File: src/rtl/core/kwlex_pkg.sv
// Package for the keyword token lexer: token kind codes, result word layout,
// character classes and the keyword table.
// No dependencies; imported by keyword_token_lexer_unit.
package kwlex_pkg;

   // Default sizes of the internal position counters and the keyword buffer
   localparam int OFFSET_WIDTH_DEF  = 24;
   localparam int LINE_WIDTH_DEF    = 16;
   localparam int KEYWORD_CHARS_DEF = 6;

   // Fixed widths of the result fields
   localparam int KIND_WIDTH   = 5;
   localparam int START_WIDTH  = 24;
   localparam int LENGTH_WIDTH = 24;
   localparam int POS_WIDTH    = 16;
   localparam int BYTE_WIDTH   = 8;

   // Result word: start, length, line, column, zero fill to whole bytes
   localparam int RSP_FIELDS_WIDTH = START_WIDTH + LENGTH_WIDTH + 2 * POS_WIDTH;
   localparam int RSP_DATA_WIDTH   = ((RSP_FIELDS_WIDTH + 7) / 8) * 8;

   // Longest keyword, and its text as one word with the first char on top
   localparam int KW_MAX_CHARS  = 6;
   localparam int KW_TEXT_WIDTH = KW_MAX_CHARS * BYTE_WIDTH;

   // Result queue
   localparam int QUEUE_DEPTH = 3;
   localparam int COUNT_WIDTH = $clog2(QUEUE_DEPTH + 1);

   localparam logic [7:0] CHAR_NEWLINE = 8'h0A;
   localparam logic [7:0] CHAR_DOT     = ".";
   localparam logic [7:0] CHAR_GT      = ">";
   localparam logic [7:0] CHAR_QUOTE   = 8'h22;
   localparam logic [7:0] CHAR_EQUALS  = "=";

   typedef enum logic [KIND_WIDTH-1:0] {
      KIND_LPAREN   = 5'd0,
      KIND_RPAREN   = 5'd1,
      KIND_LBRACKET = 5'd2,
      KIND_RBRACKET = 5'd3,
      KIND_LET      = 5'd4,
      KIND_LESS     = 5'd5,
      KIND_GREATER  = 5'd6,
      KIND_EXTERN   = 5'd7,
      KIND_FN       = 5'd8,
      KIND_IF       = 5'd9,
      KIND_THEN     = 5'd10,
      KIND_ELSE     = 5'd11,
      KIND_ARROW    = 5'd12,
      KIND_COLON    = 5'd13,
      KIND_SEMI     = 5'd14,
      KIND_PLUS     = 5'd15,
      KIND_NAME     = 5'd16,
      KIND_STRING   = 5'd17,
      KIND_NUMBER   = 5'd18,
      KIND_BOOL     = 5'd19,
      KIND_END      = 5'd20,
      KIND_EQUALS   = 5'd21,
      KIND_BADCHAR  = 5'd22,
      KIND_UNTERM   = 5'd23
   } token_kind_type;

   typedef struct packed {
      token_kind_type               kind;
      logic [START_WIDTH-1:0]       start;
      logic [LENGTH_WIDTH-1:0]      length;
      logic [POS_WIDTH-1:0]         line;
      logic [POS_WIDTH-1:0]         column;
      logic                         last;
   } token_type;

   function automatic logic is_digit(input logic [7:0] ch);
      return (ch >= "0") && (ch <= "9");
   endfunction

   function automatic logic is_name_char(input logic [7:0] ch);
      return is_digit(ch) || ((ch >= "a") && (ch <= "z")) ||
             ((ch >= "A") && (ch <= "Z")) || (ch == CHAR_DOT);
   endfunction

   function automatic logic is_space(input logic [7:0] ch);
      return (ch == " ") || ((ch >= 8'd9) && (ch <= 8'd13));
   endfunction

   function automatic logic is_punct(input logic [7:0] ch);
      return (ch == "(") || (ch == ")") || (ch == "[") || (ch == "]") ||
             (ch == "<") || (ch == ">") || (ch == ":") || (ch == ";") ||
             (ch == "+");
   endfunction

   function automatic token_kind_type punct_kind(input logic [7:0] ch);
      token_kind_type kind;
      unique case (ch)
         "(":     kind = KIND_LPAREN;
         ")":     kind = KIND_RPAREN;
         "[":     kind = KIND_LBRACKET;
         "]":     kind = KIND_RBRACKET;
         "<":     kind = KIND_LESS;
         ">":     kind = KIND_GREATER;
         ":":     kind = KIND_COLON;
         ";":     kind = KIND_SEMI;
         "+":     kind = KIND_PLUS;
         default: kind = KIND_BADCHAR;
      endcase
      return kind;
   endfunction

   // text holds the first chars of the name, first char in the top byte;
   // len is the name length, capped at 7 (never a keyword)
   function automatic token_kind_type keyword_kind(input logic [KW_TEXT_WIDTH-1:0] text,
                                                   input logic [2:0] len);
      token_kind_type kind;
      kind = KIND_NAME;
      if (len == 3'd2) begin
         if (text[47:32] == "fn") kind = KIND_FN;
         else if (text[47:32] == "if") kind = KIND_IF;
      end else if (len == 3'd3) begin
         if (text[47:24] == "let") kind = KIND_LET;
      end else if (len == 3'd4) begin
         if (text[47:16] == "then") kind = KIND_THEN;
         else if (text[47:16] == "else") kind = KIND_ELSE;
         else if (text[47:16] == "true") kind = KIND_BOOL;
      end else if (len == 3'd5) begin
         if (text[47:8] == "false") kind = KIND_BOOL;
      end else if (len == 3'd6) begin
         if (text == "extern") kind = KIND_EXTERN;
      end
      return kind;
   endfunction

endpackage

File: src/rtl/core/keyword_token_lexer_unit.sv
// Keyword token lexer top level: byte scanner, keyword match and result queue.
// Depends on kwlex_pkg.

// Source text enters one byte per word on the req side; req_tuser high marks
// the end of the text (the byte is ignored), which flushes a pending token,
// sends an end token and returns the scanner to its reset state. A byte is
// taken in every cycle while fewer than two tokens wait in the three-entry
// result queue; each byte gives zero, one or two tokens, which are in the queue
// in the cycle after the byte is taken, and the rsp side sends at most one token
// per cycle, so a byte that yields two tokens needs output bandwidth for both.
// Bad characters and unterminated strings come out as error tokens, and
// after a bad character the bytes up to the end of text are counted but
// dropped. Offset, length, line and column saturate.
module keyword_token_lexer_unit
   import kwlex_pkg::*;
#(
   parameter int OFFSET_WIDTH  = OFFSET_WIDTH_DEF,
   parameter int LINE_WIDTH    = LINE_WIDTH_DEF,
   parameter int KEYWORD_CHARS = KEYWORD_CHARS_DEF
) (
   input  logic                      clock,
   input  logic                      reset,
   input  logic                      req_tvalid,
   output logic                      req_tready,
   input  logic [BYTE_WIDTH-1:0]     req_tdata,   // text_byte
   input  logic                      req_tuser,   // end_of_text
   output logic                      rsp_tvalid,
   input  logic                      rsp_tready,
   // start_offset[23:0], token_length[47:24], end_line[63:48], end_column[79:64]
   output logic [RSP_DATA_WIDTH-1:0] rsp_tdata,
   output logic [KIND_WIDTH-1:0]     rsp_tuser,   // token_kind
   output logic                      rsp_tlast    // last_of_run
);

   typedef enum logic [2:0] {
      MODE_IDLE,
      MODE_EQUALS,
      MODE_NUMBER,
      MODE_NAME,
      MODE_STRING,
      MODE_ERROR
   } scan_mode_type;

   scan_mode_type             mode_ff, mode_in;
   logic [OFFSET_WIDTH-1:0]   offset_ff, offset_in;
   logic [LINE_WIDTH-1:0]     line_ff, line_in;
   logic [LINE_WIDTH-1:0]     column_ff, column_in;
   logic [OFFSET_WIDTH-1:0]   tstart_ff, tstart_in;
   logic [OFFSET_WIDTH-1:0]   run_ff, run_in;
   logic [7:0]                prefix_ff [KEYWORD_CHARS];
   logic [7:0]                prefix_in [KEYWORD_CHARS];
   token_type                 queue_ff [QUEUE_DEPTH];
   token_type                 queue_in [QUEUE_DEPTH];
   logic [COUNT_WIDTH-1:0]    count_ff, count_in;

   logic                      accept;
   logic                      pop;
   logic [7:0]                text_byte;
   logic [OFFSET_WIDTH-1:0]   offset_adv;
   logic [LINE_WIDTH-1:0]     line_adv;
   logic [LINE_WIDTH-1:0]     column_adv;
   logic [OFFSET_WIDTH-1:0]   run_adv;
   logic [KW_TEXT_WIDTH-1:0]  kw_text;
   logic [2:0]                kw_len;
   token_kind_type            name_kind;

   // First token (pending one, at the position before this byte) and second
   // token (caused by this byte, or the end token)
   logic                      a_valid, b_valid;
   token_kind_type            a_kind, b_kind;
   logic [OFFSET_WIDTH-1:0]   a_start, b_start;
   logic [OFFSET_WIDTH-1:0]   a_len, b_len;
   logic [LINE_WIDTH-1:0]     b_line, b_column;
   logic                      fresh;
   token_type                 tok_a, tok_b, res0, res1;
   logic [1:0]                res_count;
   token_type                 shifted [QUEUE_DEPTH];
   logic [COUNT_WIDTH-1:0]    base;

   assign accept     = req_tvalid && req_tready;
   assign req_tready = (count_ff <= COUNT_WIDTH'(QUEUE_DEPTH - 2));
   assign pop        = (count_ff != '0) && rsp_tready;
   assign text_byte  = req_tdata;

   assign rsp_tvalid = (count_ff != '0);
   assign rsp_tuser  = queue_ff[0].kind;
   assign rsp_tlast  = queue_ff[0].last;
   assign rsp_tdata  = RSP_DATA_WIDTH'({queue_ff[0].column, queue_ff[0].line,
                                        queue_ff[0].length, queue_ff[0].start});

   // Saturating position advance for the current byte
   always_comb begin
      offset_adv = (&offset_ff) ? offset_ff : offset_ff + 1'b1;
      run_adv    = (&run_ff) ? run_ff : run_ff + 1'b1;
      if (text_byte == CHAR_NEWLINE) begin
         line_adv   = (&line_ff) ? line_ff : line_ff + 1'b1;
         column_adv = '0;
      end else begin
         line_adv   = line_ff;
         column_adv = (&column_ff) ? column_ff : column_ff + 1'b1;
      end
   end

   // Keyword match on the buffered name head
   always_comb begin
      for (int i = 0; i < KW_MAX_CHARS; i++) begin
         kw_text[KW_TEXT_WIDTH-1-8*i -: 8] = prefix_ff[i];
      end
      kw_len    = (run_ff > OFFSET_WIDTH'(7)) ? 3'd7 : run_ff[2:0];
      name_kind = keyword_kind(kw_text, kw_len);
   end

   // Scanner step for one word
   always_comb begin
      mode_in   = mode_ff;
      offset_in = offset_ff;
      line_in   = line_ff;
      column_in = column_ff;
      tstart_in = tstart_ff;
      run_in    = run_ff;
      prefix_in = prefix_ff;
      a_valid   = 1'b0;
      a_kind    = KIND_NAME;
      a_start   = tstart_ff;
      a_len     = run_ff;
      b_valid   = 1'b0;
      b_kind    = KIND_END;
      b_start   = offset_ff;
      b_len     = '0;
      b_line    = line_adv;
      b_column  = column_adv;
      fresh     = 1'b0;

      if (req_tuser) begin
         // flush, send the end token, back to the reset state
         unique case (mode_ff)
            MODE_EQUALS: begin
               a_valid = 1'b1;
               a_kind  = KIND_EQUALS;
               a_len   = OFFSET_WIDTH'(1);
            end
            MODE_NUMBER: begin
               a_valid = 1'b1;
               a_kind  = KIND_NUMBER;
            end
            MODE_NAME: begin
               a_valid = 1'b1;
               a_kind  = name_kind;
            end
            MODE_STRING: begin
               a_valid = 1'b1;
               a_kind  = KIND_UNTERM;
            end
            default: begin
               a_valid = 1'b0;
            end
         endcase
         b_valid   = 1'b1;
         b_line    = line_ff;
         b_column  = column_ff;
         mode_in   = MODE_IDLE;
         offset_in = '0;
         line_in   = '0;
         column_in = '0;
         tstart_in = '0;
         run_in    = '0;
      end else begin
         // every byte moves the position exactly once
         offset_in = offset_adv;
         line_in   = line_adv;
         column_in = column_adv;
         unique case (mode_ff)
            MODE_EQUALS: begin
               mode_in = MODE_IDLE;
               if (text_byte == CHAR_GT) begin
                  b_valid = 1'b1;
                  b_kind  = KIND_ARROW;
                  b_start = tstart_ff;
                  b_len   = OFFSET_WIDTH'(2);
               end else begin
                  a_valid = 1'b1;
                  a_kind  = KIND_EQUALS;
                  a_len   = OFFSET_WIDTH'(1);
                  fresh   = 1'b1;
               end
            end
            MODE_NUMBER: begin
               if (is_digit(text_byte)) begin
                  run_in = run_adv;
               end else begin
                  a_valid = 1'b1;
                  a_kind  = KIND_NUMBER;
                  fresh   = 1'b1;
               end
            end
            MODE_NAME: begin
               if (is_name_char(text_byte)) begin
                  for (int i = 0; i < KEYWORD_CHARS; i++) begin
                     if (run_ff == OFFSET_WIDTH'(i)) prefix_in[i] = text_byte;
                  end
                  run_in = run_adv;
               end else begin
                  a_valid = 1'b1;
                  a_kind  = name_kind;
                  fresh   = 1'b1;
               end
            end
            MODE_STRING: begin
               if (text_byte == CHAR_QUOTE) begin
                  b_valid = 1'b1;
                  b_kind  = KIND_STRING;
                  b_start = tstart_ff;
                  b_len   = run_ff;
                  mode_in = MODE_IDLE;
               end else begin
                  run_in = run_adv;
               end
            end
            MODE_ERROR: begin
               mode_in = MODE_ERROR;
            end
            default: begin
               fresh = 1'b1;
            end
         endcase

         // start a new token with this byte
         if (fresh) begin
            mode_in = MODE_IDLE;
            if (is_space(text_byte)) begin
               mode_in = MODE_IDLE;
            end else if (is_punct(text_byte)) begin
               b_valid = 1'b1;
               b_kind  = punct_kind(text_byte);
               b_start = offset_ff;
               b_len   = OFFSET_WIDTH'(1);
            end else if (text_byte == CHAR_EQUALS) begin
               tstart_in = offset_ff;
               mode_in   = MODE_EQUALS;
            end else if (text_byte == CHAR_QUOTE) begin
               tstart_in = offset_adv;
               run_in    = '0;
               mode_in   = MODE_STRING;
            end else if (is_digit(text_byte)) begin
               tstart_in = offset_ff;
               run_in    = OFFSET_WIDTH'(1);
               mode_in   = MODE_NUMBER;
            end else if (is_name_char(text_byte)) begin
               tstart_in    = offset_ff;
               prefix_in[0] = text_byte;
               run_in       = OFFSET_WIDTH'(1);
               mode_in      = MODE_NAME;
            end else begin
               b_valid = 1'b1;
               b_kind  = KIND_BADCHAR;
               b_start = offset_ff;
               b_len   = OFFSET_WIDTH'(1);
               mode_in = MODE_ERROR;
            end
         end
      end

      tok_a.kind   = a_kind;
      tok_a.start  = START_WIDTH'(a_start);
      tok_a.length = LENGTH_WIDTH'(a_len);
      tok_a.line   = POS_WIDTH'(line_ff);
      tok_a.column = POS_WIDTH'(column_ff);
      tok_a.last   = !b_valid;

      tok_b.kind   = b_kind;
      tok_b.start  = START_WIDTH'(b_start);
      tok_b.length = LENGTH_WIDTH'(b_len);
      tok_b.line   = POS_WIDTH'(b_line);
      tok_b.column = POS_WIDTH'(b_column);
      tok_b.last   = 1'b1;

      // compact the two candidates into result order
      res0      = a_valid ? tok_a : tok_b;
      res1      = tok_b;
      res_count = {1'b0, a_valid} + {1'b0, b_valid};
   end

   // Result queue: slot 0 is the head; pop shifts down, new tokens append
   always_comb begin
      shifted[0] = queue_ff[1];
      shifted[1] = queue_ff[2];
      shifted[2] = queue_ff[2];
      base       = count_ff - COUNT_WIDTH'(pop);
      for (int i = 0; i < QUEUE_DEPTH; i++) begin
         if (COUNT_WIDTH'(i) < base) begin
            queue_in[i] = pop ? shifted[i] : queue_ff[i];
         end else if (COUNT_WIDTH'(i) == base) begin
            queue_in[i] = res0;
         end else begin
            queue_in[i] = res1;
         end
      end
      count_in = base + (accept ? COUNT_WIDTH'(res_count) : '0);
   end

   always_ff @(posedge clock) begin
      if (reset) begin
         mode_ff   <= MODE_IDLE;
         offset_ff <= '0;
         line_ff   <= '0;
         column_ff <= '0;
         tstart_ff <= '0;
         run_ff    <= '0;
         count_ff  <= '0;
      end else begin
         count_ff <= count_in;
         if (accept) begin
            mode_ff   <= mode_in;
            offset_ff <= offset_in;
            line_ff   <= line_in;
            column_ff <= column_in;
            tstart_ff <= tstart_in;
            run_ff    <= run_in;
         end
      end
      if (accept) begin
         prefix_ff <= prefix_in;
      end
      queue_ff <= queue_in;
   end

endmodule
File: config.mk
export PLATFORM = sky130hd
export DESIGN_NAME = keyword_token_lexer_unit
export DESIGN_NICKNAME = d
export VERILOG_FILES = /design/src/rtl/core/kwlex_pkg.sv /design/src/rtl/core/keyword_token_lexer_unit.sv
export SDC_FILE = /design/constraint.sdc
export NUM_CORES = 1
export LEC_CHECK = 0
export BUFFER_PORTS_ARGS = -buffer_cell sky130_fd_sc_hd__buf_2
export CAP_MARGIN = 20
export CORE_AREA = 2 2 261 263
export DETAILED_ROUTE_END_ITERATION = 12
export DIE_AREA = 0 0 263 265
export GPL_ROUTABILITY_DRIVEN = 0
export GPL_TIMING_DRIVEN = 0
export PLACE_DENSITY = 0.64
export SYNTH_ARGS = -nofsm -noshare
export SYNTH_HDL_FRONTEND = slang
export SYNTH_SLANG_ARGS = --single-unit
File: constraint.sdc
create_clock -name clock -period 4 [get_ports clock]
set_clock_uncertainty 0.05 [all_clocks]
set_input_delay 0 -clock clock [delete_from_list [all_inputs] [get_ports clock]]
set_output_delay 0 -clock clock [all_outputs]
set_load 0.005 [all_outputs]
==> results of run 1 <==
## flip-flops by register name, summed over array words and instances (netlist names)
register   flops
offset_ff     24
a_start       24
column_ff     16
rsp_tlast      1
line_ff       16
rsp_tdata     80
kw_text       48
mode_ff        3
run_ff        24
rsp_tuser      5
count_ff       2
queue_ff     172
## metal layers
layer  wire length (um)  vias to the layer above  part of all wire
met5                 13                        -           0.00018
met4               3520                        2             0.048
met3               6577                      199             0.091
met2              31950                     1009              0.44
met1              30600                     9368              0.42
li1                   -                     9122                 -
## power by group
group          switching (mW)  leakage [nW]  internal [mW]  total (mW)
clock network            1.84         0.779           2.74        4.58
registers               0.295          4.18           6.41        6.71
logic                    4.63          4.55           1.82        6.46
total                    6.76          9.51           11.0        17.7
## cell type report
type,instances,area share
Antenna cell,1,0.00009371
Buffer,294,0.05960
Clock buffer,53,0.04484
Clock inverter,31,0.01537
Inverter,21,0.002952
Multi-Input combinational cell,1674,0.3847
Sequential cell,415,0.4258
Tap cell,873,0.04090
Timing Repair Buffer,114,0.02572
## kinds of logic (layout without fill, tap and decap cells)
kind of cell             after synthesis  count (layout)  share of synthesized area
buffers and inverters                315             513                    0.07143
other                                  0               1                          0
XOR/XNOR                              60              60                    0.02263
flip-flops                           415             415                     0.4896
adder cells (fa/ha/maj)               10              10                   0.005387
multiplexers                          98              98                    0.04380
AND/OR/NAND/NOR                      917             918                     0.2002
AO/OA/AOI/OAI                        588             588                     0.1670
## worst max-delay path by stage
stage	from	endpoint	cells past startpoint
2_1_floorplan	count_ff[1]$_SDFF_PP0_	queue_ff[0]$_SDFFCE_PN1P_	10
3_3_place_gp	count_ff[1]$_SDFF_PP0_	queue_ff[125]$_DFFE_PP_	10
3_5_place_dp	count_ff[1]$_SDFF_PP0_	rsp_tdata[30]$_DFFE_PP_	11
4_1_cts	count_ff[1]$_SDFF_PP0_	queue_ff[39]$_DFFE_PP_	11
5_1_grt	count_ff[1]$_SDFF_PP0_	rsp_tdata[31]$_DFFE_PP_	11
6_report	count_ff[1]$_SDFF_PP0_	rsp_tdata[30]$_DFFE_PP_	11
## worst max-delay path, stage by stage, from the launching register on
cell and delay (ps):
dfxtp_1 510, inv_1 180, nand2_1 130, nand2_2 210
inv_1 120, ha_1 320, xnor2_4 190, nand2_2 390
clkbuf_2 460, buf_2 470, nand2_8 260, buf_12 270
## synth_stat cells, types with 18 or more instances
| library cell | instances |
|---|---|
| dfxtp_1 | 109 |
| xnor2_1 | 31 |
| nor2_1 | 197 |
| inv_1 | 18 |
| mux2i_1 | 69 |
| a21oi_1 | 163 |
| nor4_1 | 28 |
| nand3_1 | 53 |
| o21ai_1 | 27 |
| and3_1 | 22 |
| a22o_1 | 48 |
| a31oi_1 | 23 |
| xor2_1 | 29 |
| o21ai_0 | 147 |
| mux2_1 | 20 |
| buf_2 | 45 |
| nor2b_1 | 38 |
| clkbuf_1 | 132 |
| nand2_1 | 314 |
| buf_4 | 98 |
| or3_1 | 51 |
| o221ai_1 | 24 |
| o211ai_1 | 18 |
| nand2b_1 | 18 |
| edfxtp_1 | 306 |
| nand4_1 | 35 |
| nor3_1 | 47 |
## metrics by stage
stage,hold WS [ps],utilization,TNS [ps]
2_1_floorplan,48.87,-,-83790
3_3_place_gp,281.4,0.3715,-791110
3_5_place_dp,271.9,0.3732,-162340
4_1_cts,125.4,0.3995,0
5_1_grt,161.4,0.3998,0
6_report,121.3,0.3998,0
## repair_timing
item                                    4_1_cts  5_1_grt
hold buffers                                 10        0
gates resized for setup                      10        7
endpoints found under the setup margin      298      163
endpoints found under the hold margin        42        0
cloned                                        1        0
pin swaps                                     1        0
==> flow_metrics.tcl, run 1 <==
set metrics [dict create \
    worst_setup_path_end_kind "flop" \
    grt_antenna_before_repair 2 \
    path_clk_slew_ps 60 \
    yosysUniqueCellTypes 108 \
    track_usage 0.2035 \
    synthTopCellsByArea "edfxtp_1 (40%), dfxtp_1 (9.4%), nand2_1 (5.1%), a21oi_1 (3.5%), nor2_1 (3.2%)" \
    leakagePower_nw 9.510 \
    cts-root-buf "clkbuf_16" \
    worstHoldStart "rsp_tready" \
    layout.nets 2588 \
    numCtsBuffers 45 \
    fin_crit_sh 0.9838 \
    grt_max_degree 62 \
    use_met3 0.03140 \
    start_util 0.3477 \
    num-fill-cells 6619 \
    layout-area-overhead-vs-synth_pct 14.98 \
    placed_cell_area_mm2 0.02493 \
    insertion_delay_ps 610 \
    ioPinCount 101 \
    synth_nets 2426 \
    gr-total-overflow 0 \
    synthCells 2403 \
    required_ps 4270 \
    synth-warning-count 0 \
    grt_use_met2 0.3162 \
    place_hpwl_mm 51.13 \
    reg2regPathDepth 11 \
    h-tree-depth 2 \
    final_common_cell "nand2_1" \
    max-cap-violations 0 \
    die-area_mm2 0.06970 \
    dpl.cell_count 3380 \
    cp_data_arrival_time_ps 4200 \
    ff_latch_area_mm2 0.01137 \
    grt_pass1_vias 18310 \
    fin_cells 3476 \
    synthFlopType "edfxtp_1" \
    postCtsSetupBuffers 0 \
    final_cell_mix "nand2_1 (309), edfxtp_1 (306), nor2_1 (196)" \
    drt_wl_total_mm 72.67 \
    synth_area_per_cell_um2 9.665 \
    yosysTopAreaCellShare 0.3956 \
    via_per_inst 5.667 \
    drv_slew 0 \
    max-clock-path-buffers 3 \
    hold_end "rsp_tdata[70]$_DFFE_PP_" \
    r2r_end "rsp_tdata[30]$_DFFE_PP_" \
    cts_tree "built" \
    coreArea_mm2 0.06680 \
    synth-seq-area-share 0.4896 \
    startpoint_type "flop" \
    dpl_worst_slack_ps -965.7 \
    rr_startpoint "count_ff[1]$_SDFF_PP0_" \
    status "finished clean" \
    async_flop_share 0 \
    stdcell_area_mm2 0.02670 \
    wl_per_cell_um 20.91 \
    drtIter0Drc 2345 \
    worstPathMaxFanout 42 \
    rows 95 \
    finalHoldViolations 0 \
    yosysTopAreaCell "edfxtp_1" \
    num_vias 19700 \
    setup_viol 0 \
    synth_edf_count 306 \
    grt_pass1_wl_mm 110.8 \
    grt_use_met1 0.2770 \
    holdPathStages 3 \
    total_power_mw 17.74 \
    worst_slack_ps 64.72 \
    syn-cell-area_mm2 0.02323 \
    power.density_mw_per_mm2 664.4 \
    busiest_layer "met2" \
    drive_above_1_share 0.1510 \
    critPathKind "reg -> reg" \
    hold_class "in -> reg" \
    die_x_um 263 \
    peakVddDrop_uv 649.0 \
    fp.dieH_um 265 \
    fmax_mhz 254.1 \
    drc 0 \
    rsz0062_at_grt "false" \
    max-slew-margin-rel 0.2609 \
    first_pass_iters 6 \
    io_buffer_count 100 \
    period_minus_slack_ps 3935 \
    cts_sinks 415 \
    tightest_slew_ps 1105 \
    r2r_setup_slack_ps 60 \
    synth_seq_cells 415 \
    multi_input_area_mm2 0.01027 \
    drtAntennaViolNets 0 \
]
Note: power is estimated with default switching activity, not from simulation.
==> run 2, diff against run 1 <==
Settings changed: SETUP_SLACK_MARGIN set to 0.15.
==> flow_metrics.tcl, run 2 (same netlist as run 1, synthesis figures left out) <==
set metrics [dict create \
    track_usage 0.2037 \
    worst_slack_ps 216.2 \
    start_util 0.3477 \
    fp.dieH_um 265 \
    max-slew-margin-rel 0.2807 \
    final_common_cell "nand2_1" \
    insertion_delay_ps 610 \
    setup_viol 0 \
    critPathKind "reg -> reg" \
    max-clock-path-buffers 3 \
    rows 95 \
    path_clk_slew_ps 60 \
    grt_max_degree 62 \
    die-area_mm2 0.06970 \
    p_int_mw 10.99 \
    cp_data_arrival_time_ps 4050 \
    max-cap-violations 0 \
    grt_pass1_wl_mm 110.8 \
    largest_reg_flops 172 \
    ioPinCount 101 \
    num_vias 19590 \
    crit_chain "inv_1 > nand2_1 > nand2_2 > inv_1 > ha_1 > xnor2_4 > nand2_2 > buf_2 > clkbuf_4 > nand2_8 > buf_12" \
    drt_wl_total_mm 72.73 \
    dpl.cell_count 3380 \
    drc 0 \
    p_comb_frac 0.365 \
    drive_above_1_share 0.1526 \
    final.setup.tns_ps 0 \
    required_ps 4270 \
    power.density_mw_per_mm2 664.3 \
    hold_class "in -> reg" \
    p_sw_mw 6.757 \
    dpl_worst_slack_ps -965.7 \
    period_minus_slack_ps 3784 \
    numCtsBuffers 45 \
    leakagePower_nw 9.514 \
    io_buffer_count 100 \
    clkPwrFrac 0.258 \
    cts_sinks 415 \
    total_power_mw 17.75 \
    worstPathMaxFanout 42 \
    fin_cells 3476 \
    peakVddDrop_uv 649.5 \
    drtIter0Drc 2346 \
    place_hpwl_mm 51.13 \
    layout-area-overhead-vs-synth_pct 15.05 \
    h-tree-depth 2 \
    first_pass_iters 7 \
    tightest_slew_ps 1079 \
    cts-root-buf "clkbuf_16" \
    fmax_mhz 264.3 \
    finalHoldViolations 0 \
    final_cell_mix "nand2_1 (309), edfxtp_1 (306), nor2_1 (195)" \
    startpoint_type "flop" \
    wl_per_cell_um 20.92 \
    worst_setup_path_end_kind "flop" \
    swShare 0.3807 \
    layout.nets 2588 \
    die_x_um 263 \
    fin_util 0.4000 \
    coreArea_mm2 0.06680 \
    status "finished clean" \
    grt_pass1_vias 18310 \
    slowest_delay_ps 530 \
    drtAntennaViolNets 0 \
    rsz0062_at_grt "false" \
    via_per_inst 5.636 \
    grt_antenna_before_repair 2 \
    cts_tree "built" \
    top_register "queue_ff" \
    gr-total-overflow 0 \
    slowest_stage "dfxtp_1" \
    drv_slew 0 \
    fin_crit_sh 0.9460 \
    pwr-share-seq 0.378 \
]
-- run 2: changes by cell type in the layout (fill, tap and decap cells not counted) --
| cell | delta |
|---|---|
| clkbuf_1 | -1 |
| clkinv_1 | -1 |
| o31ai_2 | +1 |
| nor2_2 | +1 |
| buf_2 | -1 |
| clkinvlp_4 | +1 |
| nor2_1 | -1 |
| o31ai_1 | -1 |
| buf_4 | +1 |
| clkbuf_4 | +1 |
-- run 2: stage by stage --
step | cell area, um^2 | hold slack [ps]
finish | 26720 | 127.3
detailed placement | 24930 | 271.9
CTS | 26700 | 122.9
global placement | 24820 | 281.4
global route | 26720 | 161.3
floorplan | 23230 | 48.87
-- run 2: path summary, 6_finish.rpt --
check                            from                       end  slack, ps  depth (start not counted)
max reg2reg    count_ff[1]$_SDFF_PP0_   rsp_tdata[33]$_DFFE_PP_        220                         11
max            count_ff[1]$_SDFF_PP0_   rsp_tdata[33]$_DFFE_PP_        220                         11
min                        rsp_tready   rsp_tdata[70]$_DFFE_PP_        130                          3
min reg2reg  a_start[15]$_SDFFE_PP0P_  a_start[15]$_SDFFE_PP0P_        430                          2
-- run 2: cell type report --
type                    count  area (um^2)
flip-flops and latches    415        11370
clock inverters            31        410.4
inverters                  21        82.58
well taps                 873         1092
fillers                  6616        40080
repair buffers            114        686.9
plain buffers             294         1598
clock buffers              53         1197
multi-input cells        1674        10280
diodes                      1        2.502
-- run 2: timing repair --
item | in CTS | in global routing
hold buffers | 10 | 0
endpoints found under the setup margin | 322 | 129
pin swaps | 1 | 0
resized for setup | 14 | 9
buffers inserted | 0 | 0
endpoints found under the hold margin | 42 | 0
cloned | 1 | 0
-- run 2: power groups by stage --
stage	sequential, mW	combinational [mW]	clock (mW)
after floorplan	6.78	3.47	0
after global placement	6.76	5.68	0
after detailed placement	6.80	6.28	0
after CTS	6.72	6.43	4.63
after global routing	6.81	6.92	4.79
final	6.70	6.48	4.57
-- run 2: critical path: cells and delay by family, from the launching register on --
family,cells,cell delay [ps]
XOR/XNOR,1,190
adder cells (fa/ha/maj),1,320
buffers and inverters,5,1410
flip-flops,1,530
AND/OR/NAND/NOR,4,950
-- run 2: layer usage --
metal	GRT usage	routed length, um
met1	0.2767	31090
met2	0.3162	31790
met3	0.03233	6175
met4	0.1002	3663
met5	0	13
